$ cat config.mk
export PLATFORM = sky130hd
export DESIGN_NAME = wheel_slip_and_slew_drive_top_flat
export DESIGN_NICKNAME = d
export VERILOG_FILES = /design/src/rtl/core/wssd_pkg.sv /design/src/rtl/core/wssd_if.sv /design/src/rtl/core/wssd_wheel.sv /design/src/rtl/core/wssd_scale.sv /design/src/rtl/core/wheel_slip_and_slew_drive_top.sv /design/src/flat_wrapper.sv
export VERILOG_INCLUDE_DIRS = /design/src /design/src/rtl/core
export SDC_FILE = /design/constraint.sdc
export NUM_CORES = 2
export LEC_CHECK = 0
export BUFFER_PORTS_ARGS = -buffer_cell sky130_fd_sc_hd__buf_2
export CAP_MARGIN = 15
export CORE_MARGIN = 3
export CORE_UTILIZATION = 54
export DETAILED_ROUTE_END_ITERATION = 6
export GPL_TIMING_DRIVEN = 0
export PLACE_DENSITY = 0.71
export SETUP_SLACK_MARGIN = 0.05
export SLEW_MARGIN = 5
export SYNTH_ARGS = -nofsm -noshare
export SYNTH_HDL_FRONTEND = slang
export SYNTH_HIERARCHICAL = 1
export SYNTH_SLANG_ARGS = --single-unit
$ cat constraint.sdc
create_clock -name clk -period 7.5 [get_ports clk]
set_clock_uncertainty 0.2 [all_clocks]
set_input_delay 0 -clock clk [delete_from_list [all_inputs] [get_ports clk]]
set_output_delay 0 -clock clk [all_outputs]
set_load 0.1 [all_outputs]
$ cat src/rtl/core/wheel_slip_and_slew_drive_top_defines.svh
// Assertion helpers for the wheel slip and slew drive.
// Each macro expects clk and rst_n in scope.
`ifndef WHEEL_SLIP_AND_SLEW_DRIVE_TOP_DEFINES_SVH
`define WHEEL_SLIP_AND_SLEW_DRIVE_TOP_DEFINES_SVH

// Same-cycle implication.
`define WSSD_ASSERT_IMP(lbl, ante, cons) \
    lbl: assert property (@(posedge clk) disable iff (!rst_n) (ante) |-> (cons)) \
        else $error("wssd: same-cycle check failed");

// Next-cycle implication.
`define WSSD_ASSERT_NEXT(lbl, ante, cons) \
    lbl: assert property (@(posedge clk) disable iff (!rst_n) (ante) |=> (cons)) \
        else $error("wssd: next-cycle check failed");

`endif

$ cat src/rtl/core/wssd_pkg.sv
package wssd_pkg;

    localparam int COUNTER_BITS_DEF = 9;
    localparam int WHEELS           = 4;
    localparam int CFG_INDEX_W      = 3;
    localparam int CFG_DATA_W       = 16;

    // register indexes
    localparam logic [CFG_INDEX_W-1:0] REG_SLIP_ENABLE       = 3'd0;
    localparam logic [CFG_INDEX_W-1:0] REG_CURRENT_THRESHOLD = 3'd1;
    localparam logic [CFG_INDEX_W-1:0] REG_OFF_CYCLES        = 3'd2;
    localparam logic [CFG_INDEX_W-1:0] REG_TRY_CYCLES        = 3'd3;
    localparam logic [CFG_INDEX_W-1:0] REG_ACCEL_STEP        = 3'd4;
    localparam logic [CFG_INDEX_W-1:0] REG_MAX_DRIVE_SPEED   = 3'd5;

    typedef logic signed [15:0] speed_t;
    typedef logic [11:0]        current_t;

    typedef struct packed {
        logic        slip_enable;
        logic [11:0] current_threshold;
        logic [7:0]  off_cycles;
        logic [7:0]  try_cycles;
        logic [14:0] accel_step;
        logic [14:0] max_drive_speed;
    } cfg_t;

    localparam cfg_t CFG_RESET = '{
        slip_enable:       1'b1,
        current_threshold: 12'd640,
        off_cycles:        8'd25,
        try_cycles:        8'd10,
        accel_step:        15'd1638,
        max_drive_speed:   15'd32767
    };

endpackage

$ cat src/rtl/core/wssd_if.sv
interface wssd_tick_if;
    import wssd_pkg::*;
    logic     valid;
    logic     ready;
    logic     action;
    speed_t   target_fl;
    speed_t   target_fr;
    speed_t   target_bl;
    speed_t   target_br;
    current_t current_fl;
    current_t current_fr;
    current_t current_bl;
    current_t current_br;

    modport source (
        output valid, action, target_fl, target_fr, target_bl, target_br,
        output current_fl, current_fr, current_bl, current_br,
        input  ready
    );
    modport sink (
        input  valid, action, target_fl, target_fr, target_bl, target_br,
        input  current_fl, current_fr, current_bl, current_br,
        output ready
    );
endinterface

interface wssd_drive_if;
    import wssd_pkg::*;
    logic       valid;
    logic       ready;
    speed_t     drive_fl;
    speed_t     drive_fr;
    speed_t     drive_bl;
    speed_t     drive_br;
    logic [3:0] slip_off_mask;

    modport source (
        output valid, drive_fl, drive_fr, drive_bl, drive_br, slip_off_mask,
        input  ready
    );
    modport sink (
        input  valid, drive_fl, drive_fr, drive_bl, drive_br, slip_off_mask,
        output ready
    );
endinterface

interface wssd_cfg_if;
    import wssd_pkg::*;
    logic                   valid;
    logic                   ready;
    logic [CFG_INDEX_W-1:0] index;
    logic [CFG_DATA_W-1:0]  data;

    modport source (output valid, index, data, input ready);
    modport sink (input valid, index, data, output ready);
endinterface

$ cat src/rtl/core/wssd_wheel.sv
module wssd_wheel #(
    parameter int COUNTER_BITS = wssd_pkg::COUNTER_BITS_DEF
) (
    input  logic              clk,
    input  logic              rst_n,
    input  wssd_pkg::cfg_t    cfg,
    input  logic              load,
    input  logic              stop,
    input  wssd_pkg::speed_t  target,
    input  wssd_pkg::current_t current,
    output wssd_pkg::speed_t  held,
    output logic              off
);
    import wssd_pkg::*;

    // compare width: holds the counter and 8-bit magnitudes with sign
    localparam int EW = COUNTER_BITS + 10;
    localparam logic signed [EW-1:0] CNT_HI = EW'((1 <<< (COUNTER_BITS - 1)) - 1);
    localparam logic signed [EW-1:0] CNT_LO = -CNT_HI - EW'(1);

    logic signed [COUNTER_BITS-1:0] counter_reg, counter_next;
    speed_t                         held_reg, held_next;

    logic signed [EW-1:0] cnt_ext, try_ext, off_neg, cnt_inc;
    logic                 active;
    speed_t               tgt_eff;
    logic signed [17:0]   gap, mag, twice, step, sum;

    function automatic logic signed [COUNTER_BITS-1:0] sat_count(
        input logic signed [EW-1:0] v
    );
        logic signed [EW-1:0] r;
        if (v > CNT_HI)
            r = CNT_HI;
        else if (v < CNT_LO)
            r = CNT_LO;
        else
            r = v;
        return COUNTER_BITS'(r);
    endfunction

    function automatic speed_t sat16(input logic signed [17:0] v);
        logic signed [17:0] r;
        if (v > 18'sd32767)
            r = 18'sd32767;
        else if (v < -18'sd32768)
            r = -18'sd32768;
        else
            r = v;
        return speed_t'(r[15:0]);
    endfunction

    // slip phase
    always_comb
    begin
        cnt_ext      = EW'(counter_reg);
        try_ext      = signed'({{(EW-8){1'b0}}, cfg.try_cycles});
        off_neg      = -signed'({{(EW-8){1'b0}}, cfg.off_cycles});
        cnt_inc      = cnt_ext + EW'(1);
        active       = cfg.slip_enable && (target != '0);
        counter_next = counter_reg;
        tgt_eff      = target;
        off          = 1'b0;
        if (active)
        begin
            if (cnt_ext >= try_ext)
            begin
                if (current >= cfg.current_threshold)
                    counter_next = sat_count(off_neg);
            end
            else
            begin
                if (counter_reg < 0)
                begin
                    tgt_eff = '0;
                    off     = !stop;
                end
                counter_next = sat_count(cnt_inc);
            end
        end
    end

    // slew limiter
    always_comb
    begin
        gap   = 18'(tgt_eff) - 18'(held_reg);
        mag   = (gap < 0) ? -gap : gap;
        twice = mag <<< 1;
        step  = signed'({3'b000, cfg.accel_step});
        sum   = '0;
        if (twice < step)
            held_next = tgt_eff;
        else if (tgt_eff > held_reg)
        begin
            sum       = 18'(held_reg) + step;
            held_next = sat16(sum);
        end
        else if (tgt_eff < held_reg)
        begin
            sum       = 18'(held_reg) - step;
            held_next = sat16(sum);
        end
        else
            held_next = held_reg;
    end

    always_ff @(posedge clk or negedge rst_n)
    begin
        if (!rst_n)
        begin
            counter_reg <= '0;
            held_reg    <= '0;
        end
        else if (load)
        begin
            if (stop)
                held_reg <= '0;
            else
            begin
                held_reg    <= held_next;
                counter_reg <= counter_next;
            end
        end
    end

    assign held = held_reg;

endmodule

$ cat src/rtl/core/wssd_scale.sv
module wssd_scale (
    input  wssd_pkg::speed_t held,
    input  logic [14:0]      max_drive_speed,
    output wssd_pkg::speed_t drive
);
    import wssd_pkg::*;

    logic signed [15:0] mds_s;
    logic signed [31:0] prod;
    logic signed [32:0] rounded;

    // round to nearest, ties up: floor((p + 2^14) / 2^15)
    assign mds_s   = signed'({1'b0, max_drive_speed});
    assign prod    = held * mds_s;
    assign rounded = {prod[31], prod} + 33'sd16384;
    assign drive   = rounded[30:15];

endmodule

$ cat src/rtl/core/wheel_slip_and_slew_drive_top.sv
// Four-wheel traction control with slew-rate limiting. Each transfer on tick is one
// control tick: per wheel, a slip counter runs a try phase and, when the motor current
// reaches the threshold, an off phase during which the wheel's target is forced to zero;
// the held speed then moves towards the target by at most accel_step and is scaled by
// max_drive_speed (round to nearest, ties up) onto drive. action = 1 clears all held
// speeds and returns zeros. Three register stages (input, state update, output scaling)
// lie between the transfer of a tick and its drive transfer; a new tick is taken every
// cycle while the receiver keeps drive.ready high. The held speed and slip counter
// registers are updated once per tick, as it leaves stage 1, which is what allows the
// next tick to follow straight away. Configuration writes on cfg are always accepted
// and must only be issued while no tick is in flight.
`include "wheel_slip_and_slew_drive_top_defines.svh"

module wheel_slip_and_slew_drive_top #(
    parameter int COUNTER_BITS = wssd_pkg::COUNTER_BITS_DEF
) (
    input logic         clk,
    input logic         rst_n,
    wssd_cfg_if.sink    cfg,
    wssd_tick_if.sink   tick,
    wssd_drive_if.source drive
);
    import wssd_pkg::*;

    // configuration registers
    cfg_t cfg_reg;

    // stage 1: captured tick
    logic     s1_valid_reg;
    logic     s1_action_reg;
    speed_t   s1_target_reg  [WHEELS];
    current_t s1_current_reg [WHEELS];

    // stage 2: held speeds live in the wheel units, slip mask here
    logic              mid_valid_reg;
    logic [WHEELS-1:0] mask_reg;

    // stage 3: output register
    logic              out_valid_reg;
    speed_t            out_drive_reg [WHEELS];
    logic [WHEELS-1:0] out_mask_reg;

    logic                      out_free, mid_adv, mid_free, s1_adv, s1_free, tick_xfer;
    speed_t [WHEELS-1:0]       held;
    logic   [WHEELS-1:0]       off;
    speed_t                    scaled [WHEELS];

    // handshake chain: each stage moves on when the one after it has room
    assign out_free  = !out_valid_reg || drive.ready;
    assign mid_adv   = mid_valid_reg && out_free;
    assign mid_free  = !mid_valid_reg || mid_adv;
    assign s1_adv    = s1_valid_reg && mid_free;
    assign s1_free   = !s1_valid_reg || s1_adv;
    assign tick_xfer = tick.valid && s1_free;

    assign tick.ready = s1_free;
    assign cfg.ready  = 1'b1;

    // configuration write; unknown indexes are dropped
    always_ff @(posedge clk or negedge rst_n)
    begin
        if (!rst_n)
            cfg_reg <= CFG_RESET;
        else if (cfg.valid)
        begin
            case (cfg.index)
                REG_SLIP_ENABLE:       cfg_reg.slip_enable       <= cfg.data[0];
                REG_CURRENT_THRESHOLD: cfg_reg.current_threshold <= cfg.data[11:0];
                REG_OFF_CYCLES:        cfg_reg.off_cycles        <= cfg.data[7:0];
                REG_TRY_CYCLES:        cfg_reg.try_cycles        <= cfg.data[7:0];
                REG_ACCEL_STEP:        cfg_reg.accel_step        <= cfg.data[14:0];
                REG_MAX_DRIVE_SPEED:   cfg_reg.max_drive_speed   <= cfg.data[14:0];
                default:               cfg_reg                   <= cfg_reg;
            endcase
        end
    end

    // stage 1 control
    always_ff @(posedge clk or negedge rst_n)
    begin
        if (!rst_n)
            s1_valid_reg <= 1'b0;
        else if (s1_free)
            s1_valid_reg <= tick.valid;
    end

    // stage 1 payload, wheel order fl, fr, bl, br
    always_ff @(posedge clk)
    begin
        if (tick_xfer)
        begin
            s1_action_reg     <= tick.action;
            s1_target_reg[0]  <= tick.target_fl;
            s1_target_reg[1]  <= tick.target_fr;
            s1_target_reg[2]  <= tick.target_bl;
            s1_target_reg[3]  <= tick.target_br;
            s1_current_reg[0] <= tick.current_fl;
            s1_current_reg[1] <= tick.current_fr;
            s1_current_reg[2] <= tick.current_bl;
            s1_current_reg[3] <= tick.current_br;
        end
    end

    // per-wheel slip and slew, state updated as the tick leaves stage 1
    for (genvar w = 0; w < WHEELS; w++)
    begin : g_wheel
        wssd_wheel #(
            .COUNTER_BITS (COUNTER_BITS)
        ) u_wheel (
            .clk     (clk),
            .rst_n   (rst_n),
            .cfg     (cfg_reg),
            .load    (s1_adv),
            .stop    (s1_action_reg),
            .target  (s1_target_reg[w]),
            .current (s1_current_reg[w]),
            .held    (held[w]),
            .off     (off[w])
        );

        wssd_scale u_scale (
            .held            (held[w]),
            .max_drive_speed (cfg_reg.max_drive_speed),
            .drive           (scaled[w])
        );
    end

    // stage 2 control and mask
    always_ff @(posedge clk or negedge rst_n)
    begin
        if (!rst_n)
            mid_valid_reg <= 1'b0;
        else if (mid_free)
            mid_valid_reg <= s1_valid_reg;
    end

    always_ff @(posedge clk)
    begin
        if (s1_adv)
            mask_reg <= off;
    end

    // stage 3: scaled speeds into the output register
    always_ff @(posedge clk or negedge rst_n)
    begin
        if (!rst_n)
            out_valid_reg <= 1'b0;
        else if (out_free)
            out_valid_reg <= mid_valid_reg;
    end

    always_ff @(posedge clk)
    begin
        if (mid_adv)
        begin
            out_drive_reg <= scaled;
            out_mask_reg  <= mask_reg;
        end
    end

    assign drive.valid         = out_valid_reg;
    assign drive.drive_fl      = out_drive_reg[0];
    assign drive.drive_fr      = out_drive_reg[1];
    assign drive.drive_bl      = out_drive_reg[2];
    assign drive.drive_br      = out_drive_reg[3];
    assign drive.slip_off_mask = out_mask_reg;

    // a stop tick leaves every held speed at zero and no wheel flagged
    `WSSD_ASSERT_NEXT(a_stop_clears, s1_adv && s1_action_reg, (held == '0) && (mask_reg == '0))
    // with a zero step the held speeds cannot move on a drive tick
    `WSSD_ASSERT_NEXT(a_zero_step_holds,
                      s1_adv && !s1_action_reg && (cfg_reg.accel_step == '0),
                      held == $past(held))
    // a tick leaving stage 2 always lands in the output register
    `WSSD_ASSERT_NEXT(a_mid_to_out, mid_adv, out_valid_reg)

endmodule

$ cat src/flat_wrapper.sv
// flat-port wrapper written by rule: the top's interface ports become plain ports
module wheel_slip_and_slew_drive_top_flat import wssd_pkg::*;
#(
    parameter int COUNTER_BITS = wssd_pkg::COUNTER_BITS_DEF
)
  (clk, rst_n, cfg_valid, cfg_index, cfg_data, cfg_ready, tick_valid, tick_action, tick_target_fl, tick_target_fr, tick_target_bl, tick_target_br, tick_current_fl, tick_current_fr, tick_current_bl, tick_current_br, tick_ready, drive_valid, drive_drive_fl, drive_drive_fr, drive_drive_bl, drive_drive_br, drive_slip_off_mask, drive_ready);
  wssd_cfg_if cfg_i ();
  wssd_tick_if tick_i ();
  wssd_drive_if drive_i ();
  input logic clk;
  input logic rst_n;
  input wire logic [$bits(cfg_i.valid)-1:0] cfg_valid;
  input wire logic [$bits(cfg_i.index)-1:0] cfg_index;
  input wire logic [$bits(cfg_i.data)-1:0] cfg_data;
  output wire logic [$bits(cfg_i.ready)-1:0] cfg_ready;
  input wire logic [$bits(tick_i.valid)-1:0] tick_valid;
  input wire logic [$bits(tick_i.action)-1:0] tick_action;
  input wire logic [$bits(tick_i.target_fl)-1:0] tick_target_fl;
  input wire logic [$bits(tick_i.target_fr)-1:0] tick_target_fr;
  input wire logic [$bits(tick_i.target_bl)-1:0] tick_target_bl;
  input wire logic [$bits(tick_i.target_br)-1:0] tick_target_br;
  input wire logic [$bits(tick_i.current_fl)-1:0] tick_current_fl;
  input wire logic [$bits(tick_i.current_fr)-1:0] tick_current_fr;
  input wire logic [$bits(tick_i.current_bl)-1:0] tick_current_bl;
  input wire logic [$bits(tick_i.current_br)-1:0] tick_current_br;
  output wire logic [$bits(tick_i.ready)-1:0] tick_ready;
  output wire logic [$bits(drive_i.valid)-1:0] drive_valid;
  output wire logic [$bits(drive_i.drive_fl)-1:0] drive_drive_fl;
  output wire logic [$bits(drive_i.drive_fr)-1:0] drive_drive_fr;
  output wire logic [$bits(drive_i.drive_bl)-1:0] drive_drive_bl;
  output wire logic [$bits(drive_i.drive_br)-1:0] drive_drive_br;
  output wire logic [$bits(drive_i.slip_off_mask)-1:0] drive_slip_off_mask;
  input wire logic [$bits(drive_i.ready)-1:0] drive_ready;
  assign cfg_i.valid = cfg_valid;
  assign cfg_i.index = cfg_index;
  assign cfg_i.data = cfg_data;
  assign cfg_ready = cfg_i.ready;
  assign tick_i.valid = tick_valid;
  assign tick_i.action = tick_action;
  assign tick_i.target_fl = tick_target_fl;
  assign tick_i.target_fr = tick_target_fr;
  assign tick_i.target_bl = tick_target_bl;
  assign tick_i.target_br = tick_target_br;
  assign tick_i.current_fl = tick_current_fl;
  assign tick_i.current_fr = tick_current_fr;
  assign tick_i.current_bl = tick_current_bl;
  assign tick_i.current_br = tick_current_br;
  assign tick_ready = tick_i.ready;
  assign drive_valid = drive_i.valid;
  assign drive_drive_fl = drive_i.drive_fl;
  assign drive_drive_fr = drive_i.drive_fr;
  assign drive_drive_bl = drive_i.drive_bl;
  assign drive_drive_br = drive_i.drive_br;
  assign drive_slip_off_mask = drive_i.slip_off_mask;
  assign drive_i.ready = drive_ready;
  wheel_slip_and_slew_drive_top #(.COUNTER_BITS(COUNTER_BITS)) u_core (.clk(clk), .rst_n(rst_n), .cfg(cfg_i), .tick(tick_i), .drive(drive_i));
endmodule
==> results by stage <==
Synth:
- Summed over all instances, the cell type with the most area after synthesis is sky130_fd_sc_hd__fa_1.
- The count of flip-flops with a built-in enable after synthesis is 185.
- In this run the cell area of the synthesized design comes to 0.0675 mm².
- The net count of the mapped netlist is just over 9,000.
- Synthesis handed over a netlist of between 7,000 and 8,000 instances.
- The share of synthesized registers carrying an async set or reset is 46.7%.
- After synthesis, the cell types taking the most area are sky130_fd_sc_hd__fa_1 (29%), sky130_fd_sc_hd__ha_1 (13%), sky130_fd_sc_hd__inv_1 (8.2%).
- The commonest cells after synthesis are sky130_fd_sc_hd__inv_1 (1,482), sky130_fd_sc_hd__fa_1 (972), sky130_fd_sc_hd__ha_1 (704).
- The register area share after synthesis is ~14%.
- Yosys printed 6 warnings.
- The average cell area after synthesis is around 9 µm².
- The number of distinct standard cells referenced by the synthesized netlist is roughly 110.
- The count of state elements after synthesis is 347.
- Of the post-synthesis cell area, the dominant cell type holds ~29%.
- The main flop type after synthesis is sky130_fd_sc_hd__edfxtp_1.
- sky130_fd_sc_hd__inv_1 is the most common cell in the netlist.

Hold path:
- The path category of the worst min-delay check is in2reg.

Drt:
- The first detailed-routing pass took 6 iterations.
- The final antenna-violating net count is 0.
- In the routed design, unresolved DRC markers number 0.
- The ratio of routed vias to standard cells is 5.81.
- After detailed routing, the average wire length per cell comes to 21.0 µm.
- The detailed router finished its first iteration with 4,851 violations.
- Detailed routing inserted a total of roughly 56,000 vias.
- For this block, the routed nets add up to between 200,000 and 250,000 µm of wire.

Global route:
- Entering global routing, the biggest net connects slightly above 100 pins.
- The first global-routing pass estimated approximately 310,000 µm of wire.
- The via count of the first global-routing pass is ~57,000.
- The aggregate global-route resource usage is just over 30%.
- The total grt overflow is 0.
- The number of antenna violations at the first check in global routing is 13.

CTS:
- The clock passes through at most 3 buffers.
- The number of buffers created by CTS is 47.
- Clock tree synthesis selected as its root buffer the cell sky130_fd_sc_hd__clkbuf_16.
- After clock tree synthesis, the clock-pin slew on the worst setup and hold paths is about 60 ps.
- The clock network latency to the later pin of the worst-skew pair is about 650 ps.
- CTS built an H-tree with a depth of 2.
- Clock tree synthesis found a total of between 300 and 400 sinks.
- TritonCTS built the clock tree.

Timing:
- The fraction of the cycle the final worst path needs is a little under 100%.
- The post-layout minimum cycle time is roughly 7300 ps.
- After routing, the total negative slack on setup checks comes to 0 ps.
- The final setup violation count is 0.
- Across all hold checks on the routed design, the worst slack comes to roughly 75 ps.
- At the pin with the least slew margin, the transition time is between 1000 and 1500 ps.
- The final number of hold-violating endpoints is 0.
- Measured against its own limit, the worst slew margin works out to 26.7%.
- Timing would allow up to 0.137 GHz.
- The number of max-slew violations in the final report came to 0.
- Setup repair after global routing left no endpoint under its margin.

Finish:
- The multi-input combinational cells in the finished layout cover a total of just over 0.05 mm².
- The post-route netlist has 8.87% of its cells at a drive strength greater than 1.
- The sequential cells in the finished layout cover a total of slightly below 0.01 mm².
- The number of fillers in the final layout is between 10,000 and 15,000.
- The area added between synthesis and finish is 12.3%.
- The fraction of the core area covered by cells at the end of the flow is between 60% and 70%.
- In the final design database the tool counted 9,815 nets.
- With fillers left out, the area of the finished cells amounts to around 0.076 mm².

Critical path:
- The data required time at the worst endpoint is approximately 7600 ps.
- At the worst endpoint, the arrival time is between 7000 and 8000 ps.
- STA classifies the critical path startpoint as a register.
- The reg2reg setup slack is approximately 210 ps.
- The critical path in this run is classified as reg2reg.
- The biggest fanout along the worst timing path is 10.
- The endpoint type of the worst setup path is a register.

Floorplan:
- The core footprint is 0.124 mm².
- The starting density of the core is between 50% and 60%.
- The floorplan die width is 360 µm.
- In this run the core area contains between 100 and 150 standard-cell rows.
- roughly 210 I/O pins were placed.
- The die is 360 µm tall.
- The area of the die is around 0.13 mm².

Placement:
- Once placement finished, the instance area stood at about 0.071 mm².
- The placed wire-length estimate after detailed placement is between 150,000 and 200,000 µm.
- The global placer's final weighted congestion is about 0.95.
- The number of buffer cells added on primary ports is around 210.

Run status:
- The run finished with clean final reports.

Flow run:
- Max-cap violations in this run came to 0.
cell families (layout without fill, tap and decap cells):
logic type	Yosys count	in the layout	share of synthesized area, %
buf+inv	1719	2328	9.71
other cells	1	13	0.00555
compound gates	1203	1203	13.0
fa+ha+maj	1676	1676	41.9
xor+xnor	243	243	3.19
simple gates	2155	2155	16.5
mux	88	88	1.49
flops	347	347	14.3
layout by cell type (no fill, tap or decap), drive strengths merged, types with 185 or more instances in the layout:
cell         count
nor2           301
a21oi          257
and2           609
nand2          664
fa             972
edfxtp         185
o21ai          225
ha             704
clkbuf         253
dlygate4sd3    262
buf            301
inv           1490
path summary, 6_finish.rpt:
path / start / to / cells past startpoint
max: u_core/g_wheel[3].u_wheel/held[5]$_DFFE_PN0P_ / u_core/drive.drive_br[15]$_DFFE_PP_ / 22
min: cfg_data[9] / u_core/cfg_reg[24]$_DFFE_PN1P_ / 3
max reg2reg: u_core/g_wheel[3].u_wheel/held[5]$_DFFE_PN0P_ / u_core/drive.drive_br[15]$_DFFE_PP_ / 22
min reg2reg: u_core/mask_reg[3]$_DFFE_PP_ / u_core/drive.slip_off_mask[3]$_DFFE_PP_ / 0
max in group asynchronous: rst_n / u_core/g_wheel[2].u_wheel/held[9]$_DFFE_PN0P_ / 4
min in group asynchronous: rst_n / u_core/cfg_reg[55]$_DFFE_PN1P_ / 3
area by class of cell:
cell class	instances	area share (%)
Buffer	236	1.42
Clock inverter	30	0.441
Tap cell	1637	2.70
Sequential cell	347	12.8
Antenna cell	12	0.0396
Timing Repair Buffer	522	5.73
Multi-Input combinational cell	5366	67.9
Clock buffer	58	1.66
Inverter	1482	7.35
timing repair:
action                     CTS  global route
resized for setup           28           147
hold endpoints to repair   410             0
pin swaps                    0             3
buffers inserted             0            44
setup endpoints to repair   56            97
hold buffers               263             0
gates cloned                 0             0
critical path, stage by stage, from the launching register on:
cell and delay (ps):
sky130_fd_sc_hd__dfrtp_1 740, sky130_fd_sc_hd__clkbuf_1 540, sky130_fd_sc_hd__nand2_1 170, sky130_fd_sc_hd__fa_1 540, sky130_fd_sc_hd__inv_1 50, sky130_fd_sc_hd__fa_1 510, sky130_fd_sc_hd__inv_1 50, sky130_fd_sc_hd__fa_1 470
sky130_fd_sc_hd__inv_1 50, sky130_fd_sc_hd__fa_1 450, sky130_fd_sc_hd__fa_1 510, sky130_fd_sc_hd__inv_1 50, sky130_fd_sc_hd__fa_1 520, sky130_fd_sc_hd__inv_1 40, sky130_fd_sc_hd__ha_1 360, sky130_fd_sc_hd__nand4_1 100
sky130_fd_sc_hd__nor2_1 40, sky130_fd_sc_hd__o21ai_1 240, sky130_fd_sc_hd__nand2_2 150, sky130_fd_sc_hd__o41ai_4 490, sky130_fd_sc_hd__o41ai_4 190, sky130_fd_sc_hd__o221ai_2 330, sky130_fd_sc_hd__xnor2_4 180
stage by stage:
step | worst slack [ps] | cells
floorplan | 941 | 7432
global placement | -522 | 9274
detailed placement | -576 | 9284
CTS | 4.60 | 9635
global route | 45.1 | 9679
finish | 210 | 9690
per-layer routing:
| metal | vias to the layer above | GRT usage, % | routed length (µm) |
|---|---|---|---|
| met5 | - | 0 | 0 |
| met4 | 0 | 12.2 | 9770 |
| met3 | 535 | 4.60 | 18500 |
| met2 | 2659 | 50.2 | 94600 |
| met1 | 27700 | 40.9 | 80900 |
| li1 | 25400 | - | - |
Power is not shown: default switching activity piles up to over one toggle a cycle in this logic, so the estimate is an artifact.
